[config.mk]
export PLATFORM = sky130hd
export DESIGN_NAME = line_table_program_encoder_top_flat
export DESIGN_NICKNAME = d
export VERILOG_FILES = /design/src/ltpe_pkg.sv /design/src/ltpe_in_if.sv /design/src/ltpe_out_if.sv /design/src/line_table_program_encoder_top.sv /design/src/flat_wrapper.sv
export VERILOG_INCLUDE_DIRS = /design/src /design/src/src
export SDC_FILE = /design/constraint.sdc
export NUM_CORES = 1
export LEC_CHECK = 0
export BUFFER_PORTS_ARGS = -buffer_cell sky130_fd_sc_hd__clkbuf_2
export CORE_MARGIN = 1.5
export CORE_UTILIZATION = 50
export DETAILED_ROUTE_END_ITERATION = 10
export PLACE_DENSITY = 0.67
export SLEW_MARGIN = 10
export SYNTH_ARGS = -nofsm -noshare
export SYNTH_HDL_FRONTEND = slang
export SYNTH_SLANG_ARGS = --single-unit
[constraint.sdc]
create_clock -name clk -period 5 [get_ports clk]
set_input_delay 0.25 -clock clk [delete_from_list [all_inputs] [get_ports clk]]
set_output_delay 0.25 -clock clk [all_outputs]
set_load 0.01 [all_outputs]
[src/line_table_program_encoder_top_assert.svh]
// Assertion macros shared by the line table program encoder RTL
`ifndef LINE_TABLE_PROGRAM_ENCODER_TOP_ASSERT_SVH
`define LINE_TABLE_PROGRAM_ENCODER_TOP_ASSERT_SVH

// condition that must hold at every clock out of reset
`define LTPE_ASSERT_ALWAYS(name, cond, msg) \
  name: assert property (@(posedge clk) disable iff (!rst_n) (cond)) else $error(msg);

// consequence in the same cycle
`define LTPE_ASSERT_IMPLY(name, ante, cons, msg) \
  name: assert property (@(posedge clk) disable iff (!rst_n) (ante) |-> (cons)) else $error(msg);

// consequence in the following cycle
`define LTPE_ASSERT_NEXT(name, ante, cons, msg) \
  name: assert property (@(posedge clk) disable iff (!rst_n) (ante) |=> (cons)) else $error(msg);

`endif

[src/ltpe_pkg.sv]
// Shared constants and codes for the line table program encoder
`timescale 1ns / 1ps

package ltpe_pkg;

  // widths of the transaction fields
  localparam int CMD_W  = 2;
  localparam int LINE_W = 32;
  localparam int ADDR_W = 32;
  localparam int BYTE_W = 8;

  // bytes written by set_address
  localparam int ADDR_BYTES = 4;

  // configuration port
  localparam int CFG_IDX_W  = 1;
  localparam int CFG_DATA_W = 8;
  localparam logic [CFG_IDX_W-1:0] CFG_LINE_SPAN     = 1'b0;
  localparam logic [CFG_IDX_W-1:0] CFG_FIRST_SPECIAL = 1'b1;
  localparam logic [CFG_DATA_W-1:0] LINE_SPAN_RST     = 8'd8;
  localparam logic [CFG_DATA_W-1:0] FIRST_SPECIAL_RST = 8'd10;

  // input commands
  localparam logic [CMD_W-1:0] CMD_START = 2'd0;
  localparam logic [CMD_W-1:0] CMD_ROW   = 2'd1;
  localparam logic [CMD_W-1:0] CMD_END   = 2'd2;

  // standard and extended opcodes
  localparam logic [BYTE_W-1:0] OP_EXTENDED     = 8'd0;
  localparam logic [BYTE_W-1:0] OP_COPY         = 8'd1;
  localparam logic [BYTE_W-1:0] OP_ADVANCE_PC   = 8'd2;
  localparam logic [BYTE_W-1:0] OP_ADVANCE_LINE = 8'd3;
  localparam logic [BYTE_W-1:0] OP_NEGATE_STMT  = 8'd6;
  localparam logic [BYTE_W-1:0] OP_END_SEQUENCE = 8'd1;
  localparam logic [BYTE_W-1:0] OP_SET_ADDRESS  = 8'd2;
  localparam logic [BYTE_W-1:0] END_SEQ_LEN     = 8'd1;
  localparam logic [BYTE_W-1:0] SET_ADDR_LEN    = BYTE_W'(ADDR_BYTES + 1);

  // emission phases, in output order; one flag bit each
  localparam int PH_N = 8;
  localparam int PH_W = 3;
  localparam logic [PH_W-1:0] PH_AL0  = 3'd0;
  localparam logic [PH_W-1:0] PH_SA   = 3'd1;
  localparam logic [PH_W-1:0] PH_NEG  = 3'd2;
  localparam logic [PH_W-1:0] PH_SPEC = 3'd3;
  localparam logic [PH_W-1:0] PH_PC   = 3'd4;
  localparam logic [PH_W-1:0] PH_AL   = 3'd5;
  localparam logic [PH_W-1:0] PH_COPY = 3'd6;
  localparam logic [PH_W-1:0] PH_END  = 3'd7;

  // byte counter inside a phase: set_address or a LEB128 operand with opcode
  localparam int SA_LEN   = ADDR_BYTES + 3;
  localparam int LEB_LEN  = 6;
  localparam int SEQ_MAX  = (SA_LEN > LEB_LEN) ? SA_LEN : LEB_LEN;
  localparam int CNT_W    = $clog2(SEQ_MAX);
  localparam logic [CNT_W-1:0] SA_LAST = CNT_W'(SA_LEN - 1);
  localparam int SA_W     = ADDR_BYTES * 8;

endpackage

[src/ltpe_in_if.sv]
// Input channel: command, line and address with valid/ready
`timescale 1ns / 1ps

interface ltpe_in_if;
  import ltpe_pkg::*;

  logic              valid;
  logic              ready;
  logic [CMD_W-1:0]  command;
  logic [LINE_W-1:0] line;
  logic [ADDR_W-1:0] address;

  modport source (output valid, output command, output line, output address, input ready);
  modport sink   (input valid, input command, input line, input address, output ready);
endinterface

[src/ltpe_out_if.sv]
// Result channel: one program byte and its last marker with valid/ready
`timescale 1ns / 1ps

interface ltpe_out_if;
  import ltpe_pkg::*;

  logic              valid;
  logic              ready;
  logic [BYTE_W-1:0] out_byte;
  logic              last_byte;

  modport source (output valid, output out_byte, output last_byte, input ready);
  modport sink   (input valid, input out_byte, input last_byte, output ready);
endinterface

[src/line_table_program_encoder_top.sv]
// Line table program encoder: rows in, line-number-program bytes out
`timescale 1ns / 1ps

// Turns start, row and end commands into line-number-program bytes, one byte
// per output transaction, with last_byte on the final byte of each command.
// Work per command is done by a small sequencer around one shared 32-bit
// subtractor and one 8x8 multiplier: line delta, address delta, special
// opcode product and plan are registered steps in that order, then the bytes
// leave one after another from the output register, each held there until
// out_ch.ready takes it. A command giving N bytes holds in_ch.ready low from
// acceptance until its final byte is loaded into the output register (until
// the plan step for a command giving no bytes); output stalls add to that.
// N is 1 for most rows and at most 15. The next command is taken
// while the final byte still waits in the output register.

`include "line_table_program_encoder_top_assert.svh"

module line_table_program_encoder_top (
  input  logic                            clk,
  input  logic                            rst_n,
  ltpe_in_if.sink                         in_ch,
  ltpe_out_if.source                      out_ch,
  input  logic                            cfg_we,
  input  logic [ltpe_pkg::CFG_IDX_W-1:0]  cfg_index,
  input  logic [ltpe_pkg::CFG_DATA_W-1:0] cfg_wdata
);
  import ltpe_pkg::*;

  typedef enum logic [2:0] {
    S_IDLE,
    S_DL,
    S_DA,
    S_MUL,
    S_PLAN,
    S_EMIT
  } state_t;

  // control registers
  state_t                state_r, state_nxt;
  logic [PH_N-1:0]       flags_r, flags_nxt;
  logic [CNT_W-1:0]      cnt_r, cnt_nxt;
  logic                  out_valid_r, out_valid_nxt;
  logic [BYTE_W-1:0]     out_byte_r, out_byte_nxt;
  logic                  out_last_r, out_last_nxt;
  logic [LINE_W-1:0]     cur_line_r, cur_line_nxt;
  logic [ADDR_W-1:0]     cur_addr_r, cur_addr_nxt;
  logic [CFG_DATA_W-1:0] span_r, span_nxt;
  logic [CFG_DATA_W-1:0] fso_r, fso_nxt;

  // payload registers
  logic [CMD_W-1:0]      cmd_r, cmd_nxt;
  logic [LINE_W-1:0]     line_r, line_nxt;
  logic [ADDR_W-1:0]     addr_r, addr_nxt;
  logic [LINE_W-1:0]     dl_r, dl_nxt;
  logic [ADDR_W-1:0]     da_r, da_nxt;
  logic                  back_r, back_nxt;
  logic [15:0]           prod_r, prod_nxt;
  logic [BYTE_W-1:0]     spec_r, spec_nxt;
  logic [LINE_W-1:0]     al_v_r, al_v_nxt;
  logic [ADDR_W-1:0]     pc_v_r, pc_v_nxt;
  logic [SA_W-1:0]       sa_sh_r, sa_sh_nxt;

  // shared subtractor
  logic [ADDR_W-1:0]     sub_a, sub_b;
  logic [ADDR_W:0]       sub_res;

  // planning terms
  logic                  dl_in_span, op_ok, da_hi;
  logic [16:0]           op_sum;

  // emission terms
  logic [PH_W-1:0]       cur_ph;
  logic [BYTE_W-1:0]     emit_byte;
  logic                  emit_done, emit_last, emit_go, slot_free;
  logic [LINE_W-1:0]     sl_next;
  logic                  sl_done;
  logic [ADDR_W-1:0]     ul_next;
  logic                  ul_done;
  logic [PH_N-1:0]       flags_left;

  assign in_ch.ready      = (state_r == S_IDLE);
  assign out_ch.valid     = out_valid_r;
  assign out_ch.out_byte  = out_byte_r;
  assign out_ch.last_byte = out_last_r;

  assign slot_free = !out_valid_r || out_ch.ready;
  assign emit_go   = (state_r == S_EMIT) && slot_free;

  // one subtractor: line delta first, address delta next; borrow is "backwards"
  always_comb begin
    if (state_r == S_DA) begin
      sub_a = addr_r;
      sub_b = cur_addr_r;
    end else begin
      sub_a = line_r;
      sub_b = (cmd_r == CMD_START) ? 32'd1 : cur_line_r;
    end
    sub_res = {1'b0, sub_a} - {1'b0, sub_b};
  end

  // special opcode candidate
  always_comb begin
    da_hi      = |da_r[ADDR_W-1:8];
    dl_in_span = (dl_r[LINE_W-1:8] == '0) && (dl_r[7:0] != 8'd0) && (dl_r[7:0] < span_r);
    op_sum     = 17'({dl_r[7:0]} - 8'd1) + 17'(prod_r) + 17'(fso_r);
    op_ok      = !da_hi && (op_sum < 17'd256);
  end

  // current phase is the lowest pending flag
  always_comb begin
    cur_ph = PH_END;
    for (int i = PH_N - 1; i >= 0; i--) begin
      if (flags_r[i]) cur_ph = PH_W'(i);
    end
  end

  // LEB128 steps
  always_comb begin
    sl_next = {{7{al_v_r[LINE_W-1]}}, al_v_r[LINE_W-1:7]};
    sl_done = ((sl_next == '0) && !al_v_r[6]) || ((sl_next == '1) && al_v_r[6]);
    ul_next = pc_v_r >> 7;
    ul_done = (ul_next == '0);
  end

  // byte of the current phase
  always_comb begin
    emit_byte = OP_COPY;
    emit_done = 1'b1;
    case (cur_ph)
      PH_AL0, PH_AL: begin
        if (cnt_r == '0) begin
          emit_byte = OP_ADVANCE_LINE;
          emit_done = 1'b0;
        end else begin
          emit_byte = {!sl_done, al_v_r[6:0]};
          emit_done = sl_done;
        end
      end
      PH_PC: begin
        if (cnt_r == '0) begin
          emit_byte = OP_ADVANCE_PC;
          emit_done = 1'b0;
        end else begin
          emit_byte = {!ul_done, pc_v_r[6:0]};
          emit_done = ul_done;
        end
      end
      PH_SA: begin
        emit_done = (cnt_r == SA_LAST);
        if (cnt_r == CNT_W'(0))      emit_byte = OP_EXTENDED;
        else if (cnt_r == CNT_W'(1)) emit_byte = SET_ADDR_LEN;
        else if (cnt_r == CNT_W'(2)) emit_byte = OP_SET_ADDRESS;
        else                         emit_byte = sa_sh_r[7:0];
      end
      PH_NEG:  emit_byte = OP_NEGATE_STMT;
      PH_SPEC: emit_byte = spec_r;
      PH_COPY: emit_byte = OP_COPY;
      PH_END: begin
        emit_done = (cnt_r == CNT_W'(2));
        if (cnt_r == CNT_W'(0))      emit_byte = OP_EXTENDED;
        else if (cnt_r == CNT_W'(1)) emit_byte = END_SEQ_LEN;
        else                         emit_byte = OP_END_SEQUENCE;
      end
      default: begin
        emit_byte = OP_COPY;
        emit_done = 1'b1;
      end
    endcase
    flags_left = flags_r & ~(PH_N'(1) << cur_ph);
    emit_last  = emit_done && (flags_left == '0);
  end

  // sequencer
  always_comb begin
    state_nxt     = state_r;
    flags_nxt     = flags_r;
    cnt_nxt       = cnt_r;
    out_valid_nxt = out_valid_r && !out_ch.ready;
    out_byte_nxt  = out_byte_r;
    out_last_nxt  = out_last_r;
    cur_line_nxt  = cur_line_r;
    cur_addr_nxt  = cur_addr_r;
    span_nxt      = span_r;
    fso_nxt       = fso_r;
    cmd_nxt       = cmd_r;
    line_nxt      = line_r;
    addr_nxt      = addr_r;
    dl_nxt        = dl_r;
    da_nxt        = da_r;
    back_nxt      = back_r;
    prod_nxt      = prod_r;
    spec_nxt      = spec_r;
    al_v_nxt      = al_v_r;
    pc_v_nxt      = pc_v_r;
    sa_sh_nxt     = sa_sh_r;

    // configuration writes
    if (cfg_we) begin
      case (cfg_index)
        CFG_LINE_SPAN:     span_nxt = cfg_wdata;
        CFG_FIRST_SPECIAL: fso_nxt  = cfg_wdata;
        default: ;
      endcase
    end

    case (state_r)
      S_IDLE: begin
        if (in_ch.valid) begin
          cmd_nxt   = in_ch.command;
          line_nxt  = in_ch.line;
          addr_nxt  = in_ch.address;
          state_nxt = S_DL;
        end
      end
      S_DL: begin
        dl_nxt    = sub_res[LINE_W-1:0];
        state_nxt = S_DA;
      end
      S_DA: begin
        back_nxt  = sub_res[ADDR_W];
        da_nxt    = sub_res[ADDR_W] ? '0 : sub_res[ADDR_W-1:0];
        state_nxt = S_MUL;
      end
      S_MUL: begin
        prod_nxt  = {8'd0, span_r} * {8'd0, da_r[7:0]};
        state_nxt = S_PLAN;
      end
      S_PLAN: begin
        flags_nxt = '0;
        cnt_nxt   = '0;
        spec_nxt  = op_sum[7:0];
        al_v_nxt  = dl_r;
        pc_v_nxt  = da_r;
        sa_sh_nxt = SA_W'(addr_r);
        case (cmd_r)
          CMD_START: begin
            flags_nxt[PH_AL0]  = 1'b1;
            flags_nxt[PH_SA]   = 1'b1;
            flags_nxt[PH_NEG]  = 1'b1;
            flags_nxt[PH_COPY] = 1'b1;
            cur_line_nxt       = line_r;
            cur_addr_nxt       = addr_r;
          end
          CMD_ROW: begin
            flags_nxt[PH_SA]   = back_r;
            flags_nxt[PH_SPEC] = dl_in_span && op_ok;
            flags_nxt[PH_PC]   = !back_r && ((dl_in_span && !op_ok) ||
                                 (!dl_in_span && ((dl_r != '0) || (da_r != '0))));
            flags_nxt[PH_AL]   = (dl_in_span && !op_ok) || (!dl_in_span && (dl_r != '0));
            flags_nxt[PH_COPY] = (dl_in_span && !op_ok) ||
                                 (!dl_in_span && ((dl_r != '0) || back_r || (da_r != '0)));
            cur_line_nxt       = line_r;
            cur_addr_nxt       = addr_r;
          end
          CMD_END: begin
            flags_nxt[PH_SA]   = 1'b1;
            flags_nxt[PH_COPY] = 1'b1;
            flags_nxt[PH_END]  = 1'b1;
          end
          default: ;
        endcase
        state_nxt = (flags_nxt == '0) ? S_IDLE : S_EMIT;
      end
      S_EMIT: begin
        if (slot_free) begin
          out_valid_nxt = 1'b1;
          out_byte_nxt  = emit_byte;
          out_last_nxt  = emit_last;
          cnt_nxt       = emit_done ? '0 : cnt_r + CNT_W'(1);
          if (cnt_r != '0) begin
            if (cur_ph == PH_AL0 || cur_ph == PH_AL) al_v_nxt = sl_next;
            if (cur_ph == PH_PC)                     pc_v_nxt = ul_next;
          end
          if (cur_ph == PH_SA && cnt_r > CNT_W'(2)) sa_sh_nxt = sa_sh_r >> 8;
          if (emit_done) flags_nxt = flags_left;
          if (emit_last) state_nxt = S_IDLE;
        end
      end
      default: state_nxt = S_IDLE;
    endcase
  end

  // state and registered outputs
  always_ff @(posedge clk) begin
    if (!rst_n) begin
      state_r     <= S_IDLE;
      flags_r     <= '0;
      cnt_r       <= '0;
      out_valid_r <= 1'b0;
      out_byte_r  <= '0;
      out_last_r  <= 1'b0;
      cur_line_r  <= '0;
      cur_addr_r  <= '0;
      span_r      <= LINE_SPAN_RST;
      fso_r       <= FIRST_SPECIAL_RST;
    end else begin
      state_r     <= state_nxt;
      flags_r     <= flags_nxt;
      cnt_r       <= cnt_nxt;
      out_valid_r <= out_valid_nxt;
      out_byte_r  <= out_byte_nxt;
      out_last_r  <= out_last_nxt;
      cur_line_r  <= cur_line_nxt;
      cur_addr_r  <= cur_addr_nxt;
      span_r      <= span_nxt;
      fso_r       <= fso_nxt;
    end
  end

  // working payload
  always_ff @(posedge clk) begin
    cmd_r   <= cmd_nxt;
    line_r  <= line_nxt;
    addr_r  <= addr_nxt;
    dl_r    <= dl_nxt;
    da_r    <= da_nxt;
    back_r  <= back_nxt;
    prod_r  <= prod_nxt;
    spec_r  <= spec_nxt;
    al_v_r  <= al_v_nxt;
    pc_v_r  <= pc_v_nxt;
    sa_sh_r <= sa_sh_nxt;
  end

  // checks
  `LTPE_ASSERT_IMPLY(a_emit_has_work, state_r == S_EMIT, flags_r != '0, "emitting with no phase pending")
  `LTPE_ASSERT_NEXT(a_last_goes_idle, emit_go && emit_last, state_r == S_IDLE && out_valid_r && out_last_r, "final byte did not end the command")
  `LTPE_ASSERT_NEXT(a_accept_starts, in_ch.valid && in_ch.ready, state_r == S_DL, "accepted transaction did not start the sequencer")
  `LTPE_ASSERT_ALWAYS(a_cnt_bound, cnt_r <= SA_LAST || cnt_r < CNT_W'(LEB_LEN), "phase byte counter out of range")

endmodule

[src/flat_wrapper.sv]
// flat-port wrapper written by rule: the top's interface ports become plain ports
module line_table_program_encoder_top_flat import ltpe_pkg::*;
  (clk, rst_n, cfg_we, cfg_index, cfg_wdata, in_ch_valid, in_ch_command, in_ch_line, in_ch_address, in_ch_ready, out_ch_valid, out_ch_out_byte, out_ch_last_byte, out_ch_ready);
  ltpe_in_if in_ch_i ();
  ltpe_out_if out_ch_i ();
  input  logic clk;
  input  logic rst_n;
  input  logic cfg_we;
  input  logic [ltpe_pkg::CFG_IDX_W-1:0] cfg_index;
  input  logic [ltpe_pkg::CFG_DATA_W-1:0] cfg_wdata;
  input wire logic [$bits(in_ch_i.valid)-1:0] in_ch_valid;
  input wire logic [$bits(in_ch_i.command)-1:0] in_ch_command;
  input wire logic [$bits(in_ch_i.line)-1:0] in_ch_line;
  input wire logic [$bits(in_ch_i.address)-1:0] in_ch_address;
  output wire logic [$bits(in_ch_i.ready)-1:0] in_ch_ready;
  output wire logic [$bits(out_ch_i.valid)-1:0] out_ch_valid;
  output wire logic [$bits(out_ch_i.out_byte)-1:0] out_ch_out_byte;
  output wire logic [$bits(out_ch_i.last_byte)-1:0] out_ch_last_byte;
  input wire logic [$bits(out_ch_i.ready)-1:0] out_ch_ready;
  assign in_ch_i.valid = in_ch_valid;
  assign in_ch_i.command = in_ch_command;
  assign in_ch_i.line = in_ch_line;
  assign in_ch_i.address = in_ch_address;
  assign in_ch_ready = in_ch_i.ready;
  assign out_ch_valid = out_ch_i.valid;
  assign out_ch_out_byte = out_ch_i.out_byte;
  assign out_ch_last_byte = out_ch_i.last_byte;
  assign out_ch_i.ready = out_ch_ready;
  line_table_program_encoder_top u_core (.clk(clk), .rst_n(rst_n), .in_ch(in_ch_i), .out_ch(out_ch_i), .cfg_we(cfg_we), .cfg_index(cfg_index), .cfg_wdata(cfg_wdata));
endmodule
## Word level (Yosys, flattened, before mapping)

Cells that the tools add are included.

- Flip-flop bits (word level): 355
- Output and inout port bits: 11

- $add $sub $neg: 5
- Multiply operators: 1
- Magnitude comparators: 3
- Eq/ne operators: 26
- Shift operators: 1
- Mux-type cells: 54
- Bitwise logic cells: 4
- Reduce and logical (&&, ||, !) cells: 62

Operators by type and width:

| kind | number |
|---|---|
| $mux 32 | 10 |
| $pmux 32 s2 | 3 |
| $logic_not 32->1 | 2 |
| $reduce_bool 32->1 | 2 |
| $mux 8 | 7 |
| $pmux 8 s7 | 1 |
| $mux 3 | 12 |
| $sub 32x32->33 | 1 |
| $eq 32x32->1 const B | 1 |
| $mux 31 | 1 |
| $logic_not 24->1 | 1 |
| $reduce_or 24->1 | 1 |
| $eq 3x3->1 const B | 7 |
| $pmux 3 s6 | 1 |
| $add 17x16->17 | 1 |
| $add 17x8->17 | 1 |
| $lt 17x9->1 const B | 1 |
| $logic_not 8->1 | 2 |
| $mul 8x8->16 | 1 |
| $pmux 8 s2 | 1 |
| $eq 3x2->1 const B | 5 |
| $logic_and 1x1->1 | 14 |
| $reduce_and 2->1 | 7 |
| $mux 1 | 12 |
| 27 further kinds | 61 |

## Logic depth before layout (Yosys ltp)

- Depth in word-level cells: 15
- Mapped depth: 19
- Depth with buffers taken out: 18

## Least setup slack after synthesis

No wires, ideal clock.

- Path type: reg-to-reg
- Start: register u_core.dl_r[3]
- End: register u_core.flags_r[4]
- Library setup time: 0.116 ns
- Data arrival time: 4.715 ns
- Data required time: 4.884 ns
- Setup slack: 0.169 ns
- Stages on the path, launching flop included: 15
- Path through: edfxtp_1 > or4_1 > nor4_1 > ha_1 > ha_1 > buf_6 > inv_2 > a221oi_2 > o41ai_1 > a2111oi_2 > nand3_1 > or4_1 > or4_1 > or2_1 > a31o_1

- Word-level cells in the longest chain between the ends: 12
- Elaborated cells on any way between the ends: 20

Ends and longest elaborated chain:

| element | line | RTL |
|---|---|---|
| start: declaration | line_table_program_encoder_top.sv:54 | `logic [LINE_W-1:0] dl_r, dl_nxt;` |
| start signal: assignment | line_table_program_encoder_top.sv:315 | `dl_r <= dl_nxt;` |
| $sub 8x1->9 | line_table_program_encoder_top.sv:105 | `op_sum = 17'({dl_r[7:0]} - 8'd1) + 17'(prod_r) + 17'(fso_r);` |
| $add 17x16->17 | line_table_program_encoder_top.sv:105 |  |
| $add 17x8->17 | line_table_program_encoder_top.sv:105 |  |
| $lt 17x9->1 | line_table_program_encoder_top.sv:106 | `op_ok = !da_hi && (op_sum < 17'd256);` |
| $logic_and 1x1->1 | line_table_program_encoder_top.sv:106 |  |
| $logic_not 1->1 | line_table_program_encoder_top.sv:247 | `flags_nxt[PH_PC] = !back_r && ((dl_in_span && !op_ok) \|\|` |
| $logic_and 1x1->1 | line_table_program_encoder_top.sv:247 |  |
| $logic_or 1x1->1 (*) | line_table_program_encoder_top.sv:247 |  |
| $logic_and 1x1->1 (*) | line_table_program_encoder_top.sv:247 |  |
| $mux 3 (*) | line_table_program_encoder_top.sv:235 | `case (cmd_r)` |
| $mux 3 (*) | line_table_program_encoder_top.sv:206 | `case (state_r)` |
| $pmux 8 s2 (*) | line_table_program_encoder_top.sv:206 |  |
| end signal: assignment | line_table_program_encoder_top.sv:298 | `flags_r <= flags_nxt;` |
| end: declaration | line_table_program_encoder_top.sv:40 | `logic [PH_N-1:0] flags_r, flags_nxt;` |

Mark *: on every way between the ends. The rest lies on a longest branch, timed or not. The select of a mux whose other input is x is not followed.
A chain may end at the register's enable or synchronous reset.

## Worst setup path in the final report

- Start: register u_core.span_r[1]
- End: register u_core.prod_r[15], data pin

- Word-level cells in the longest chain between the ends: 1

Ends and longest elaborated chain:

| element | line | RTL |
|---|---|---|
| start: declaration | line_table_program_encoder_top.sv:47 | `logic [CFG_DATA_W-1:0] span_r, span_nxt;` |
| start signal: assignment | line_table_program_encoder_top.sv:305 | `span_r <= span_nxt;` |
| $mul 8x8->16 | line_table_program_encoder_top.sv:225 | `prod_nxt = {8'd0, span_r} * {8'd0, da_r[7:0]};` |
| end signal: assignment | line_table_program_encoder_top.sv:318 | `prod_r <= prod_nxt;` |
| end: declaration | line_table_program_encoder_top.sv:57 | `logic [15:0] prod_r, prod_nxt;` |

Every way passes these cells.

==> flow_summary.toml <==
[critical_path]
timing.critical_path.buf_inv = 3
critPathKind = "flip-flop to flip-flop"
max_stage_delay_ns = 0.55
cp.depth = 16
end_kind = "flip-flop"
critPathRequiredTime_ns = 5.31
reg2reg_slack_ns = 0.25
crit_arrival_ns = 5.06
critical_path.max_fanout = 10
cp_common_cell = "fa_1"
crit_chain = "and2_1 > fa_1 > fa_1 > inv_1 > fa_1 > fa_1 > inv_1 > ha_1 > inv_1 > o21ai_0 > a21o_1 > a21o_1 > a21o_1 > a41o_1 > o41a_1 > xnor2_1"
crit_family = "adder cells"
r2r-start = "u_core.span_r[1]$_SDFFE_PN0P_"
crit_slowest_cell = "fa_1"
rr_worst_depth = 16
cp-start-kind = "flip-flop"
rr_endpoint = "u_core.prod_r[15]$_DFFE_PP_"

[clocking]
path_clk_slew_ns = 0.07
cts.path.max_buffers = 3
cts_root_buf = "clkbuf_16"
cts_tree = "done"
cts_htree_levels = 2
numCtsBuffers = 39
cts.sinks = 355
clk_latency_ns = 0.56
cts_setup_buffers = 0
cts_resized = 0

[sta]
setup_violations = 0
setup_tns_ns = 0
worstMarginPinSlew_ns = 0.967
timing.final.ws_setup_ns = 0.252
slew_violations = 0
rsz0062_at_grt = "false"
finalCritPeriodShare_pct = 95.0
finalClockSkew_ns = 0.0242
hold_viol_final = 0
whs_ns = 0.0298
maxSlewHeadroom_pct = 35.5
min_period_ns = 4.75
max_freq_mhz = 211

[route]
drt_wl_total_mm = 48.6
wl_per_cell_um = 18.0
dr.pass1.iters = 5
drc = 0
vias = 14900
drt_iter0_markers = 1157
drt.antenna.violating_nets = 0
routed_via_density = 5.52

[final_layout]
fin_nets = 2385
syn2layout_area_growth_pct = 16.2
n_antenna_cell = 0
final_layout_size_suffix_gt1_share_pct = 9.48
final_cell_area_sq_um = 22300

[floorplan]
die_area_sq_um = 39600
initial_utilization_pct = 50.9
core_area_sq_um = 37800
fp.dieW_um = 199
io-pin-count = 91
core.rowCount = 71
chipHeight_um = 199

[hold_path]
hold_start = "out_ch_ready"
hp-class = "input port to flip-flop"
holdPathStages = 3
hold_path_end = "u_core.out_ch.valid$_SDFF_PN0_"

[placement]
pre_cts_ws_ns = 0.236
dpl.hpwl_mm = 34.5
portBuffers = 90
gp_congestion = 0.955
placed_area_sq_um = 20300

[synth]
synth_top_family_by_area = "simple AND/OR/NAND/NOR gates"
synth_area_per_cell_sq_um = 9.63
yosys-top-cells-area = "edfxtp_1 39%, dfxtp_1 11%, nand2_1 10%"
synthMuxAreaShare_pct = 0.267
yosys.area.top_type_share_pct = 39.2
synth-simple-area-share_pct = 20.5
syn-cell-area_sq_um = 19200
synth-edff-count = 251
synthCells = 1997
synth.largest_area_cell = "edfxtp_1"
ys_seq_elements = 355
synth-xor-area-share_pct = 2.19
synth_common_cells = "524 x nand2_1, 251 x edfxtp_1, 184 x a21oi_1, 112 x inv_1"
synth_warnings = 0
synth-adder-area-share_pct = 11.6
synth-main-ff-cell = "edfxtp_1"
synth_compound_area_share_pct = 11.5
post-synth-top-count-cell = "nand2_1"
synthesis.nets = 2227
ys_seq_area_share_pct = 50.0
yosysUniqueCellTypes = 72
async_flop_share_pct = 0

[run_status]
outcome = "complete, no violations"

[power_and_ir_drop]
ir_worst_vdd_mv = 0.311
p_leak_nw = 9.13
p_total_mw = 8.05
p_per_area_nw_per_um2 = 360

[global_route]
overflow = 0
grt_max_degree = 81
antenna_found_initial = 0
grtUsageTotal_pct = 25.1
first_global_vias = 14300
grt_pass1_wl_mm = 77.1

[run]
drv_cap = 0
-- layout by cell type, fill, tap and decap left out, types with 26 or more instances in the layout --
| cell | n |
|---|---|
| dfxtp_1 | 104 |
| ha_1 | 104 |
| nor2_1 | 74 |
| a21oi_1 | 184 |
| a21o_1 | 26 |
| inv_1 | 112 |
| dlygate4sd3_1 | 75 |
| buf_4 | 36 |
| xnor2_1 | 31 |
| nor3_1 | 26 |
| clkbuf_2 | 90 |
| nor2b_1 | 37 |
| and3_1 | 34 |
| nor4_1 | 30 |
| and2_1 | 75 |
| nand2_1 | 523 |
| o21ai_0 | 51 |
| fa_1 | 46 |
| clkbuf_16 | 39 |
| edfxtp_1 | 251 |
-- power breakdown --
group	leakage (nW)	switching, mW	internal (mW)
clock	0.605	1.20	1.64
combinational	5.38	0.958	0.650
sequential	3.15	0.142	3.45
-- logic make-up after synthesis --
family,after synthesis
simple gates,872
compound gates,367
fa+ha+maj,150
xor+xnor,48
flops,355
buf+inv,200
mux,5
-- worst reg2reg max path: cells and delay by family (launching register included) --
family                     cells  cell delay [ns]
AOI/OAI and AO/OA              6             1.30
xor gates and xnor gates       1             0.13
adders and majority gates      5             2.31
buffers and inverters          3             0.17
DFF                            1             0.40
and+or+nand+nor                1             0.20
-- sequential cells by signal (all words and copies together), names as in the netlist, 2 cells and up --
signal and flops:
u_core.pc_v_r 32, u_core.flags_r 8, u_core.al_v_r 32, u_core.dl_r 32, u_core.fso_r 8, u_core.da_r 32
u_core.line_r 32, u_core.out_ch.out_byte 8, u_core.addr_r 32, u_core.prod_r 16, u_core.span_r 8, u_core.cur_addr_r 32
u_core.cur_line_r 32, u_core.cmd_r 2, u_core.state_r 3, u_core.sa_sh_r 32, u_core.spec_r 8, u_core.cnt_r 3
-- routing by layer --
metal / track usage (%) / routed length [um]
met5: 0 / 0
met4: 6.51 / 991
met3: 4.37 / 3100
met2: 38.7 / 21700
met1: 36.6 / 22800
-- per-stage QoR --
step           instances  util, %
6_report            2695     59.2
5_1_grt             2695     59.2
4_1_cts             2695     59.2
3_5_place_dp        2550     53.8
3_3_place_gp        2550     53.8
2_1_floorplan       1997        -
-- timing repair --
item | 4_1_cts | 5_1_grt
endpoints found under the setup margin | 0 | 0
hold endpoints to repair | 81 | 0
hold buffers | 75 | 0
-- layout make-up --
cell class	instances	area [sq um]
well taps	511	639
clock buffers	49	1030
flip-flops and latches	355	9620
multi-input cells	1442	8890
repair buffers	202	1490
clock inverters	21	223
fillers	3148	15400
inverters	115	433
-- worst max path at each step --
stage                                              from                              to  slack (ns)
after floorplan                u_core.dl_r[3]$_DFFE_PP_  u_core.flags_r[4]$_SDFFE_PN0P_        0.17
after global placement    u_core.span_r[1]$_SDFFE_PN0P_     u_core.prod_r[15]$_DFFE_PP_        0.31
after detailed placement  u_core.span_r[1]$_SDFFE_PN0P_     u_core.prod_r[15]$_DFFE_PP_        0.24
after CTS                 u_core.span_r[1]$_SDFFE_PN0P_     u_core.prod_r[15]$_DFFE_PP_        0.26
after global routing           u_core.dl_r[3]$_DFFE_PP_  u_core.flags_r[4]$_SDFFE_PN0P_        0.03
final                     u_core.span_r[1]$_SDFFE_PN0P_     u_core.prod_r[15]$_DFFE_PP_        0.25
Note: power is estimated with default switching activity, not from simulation.
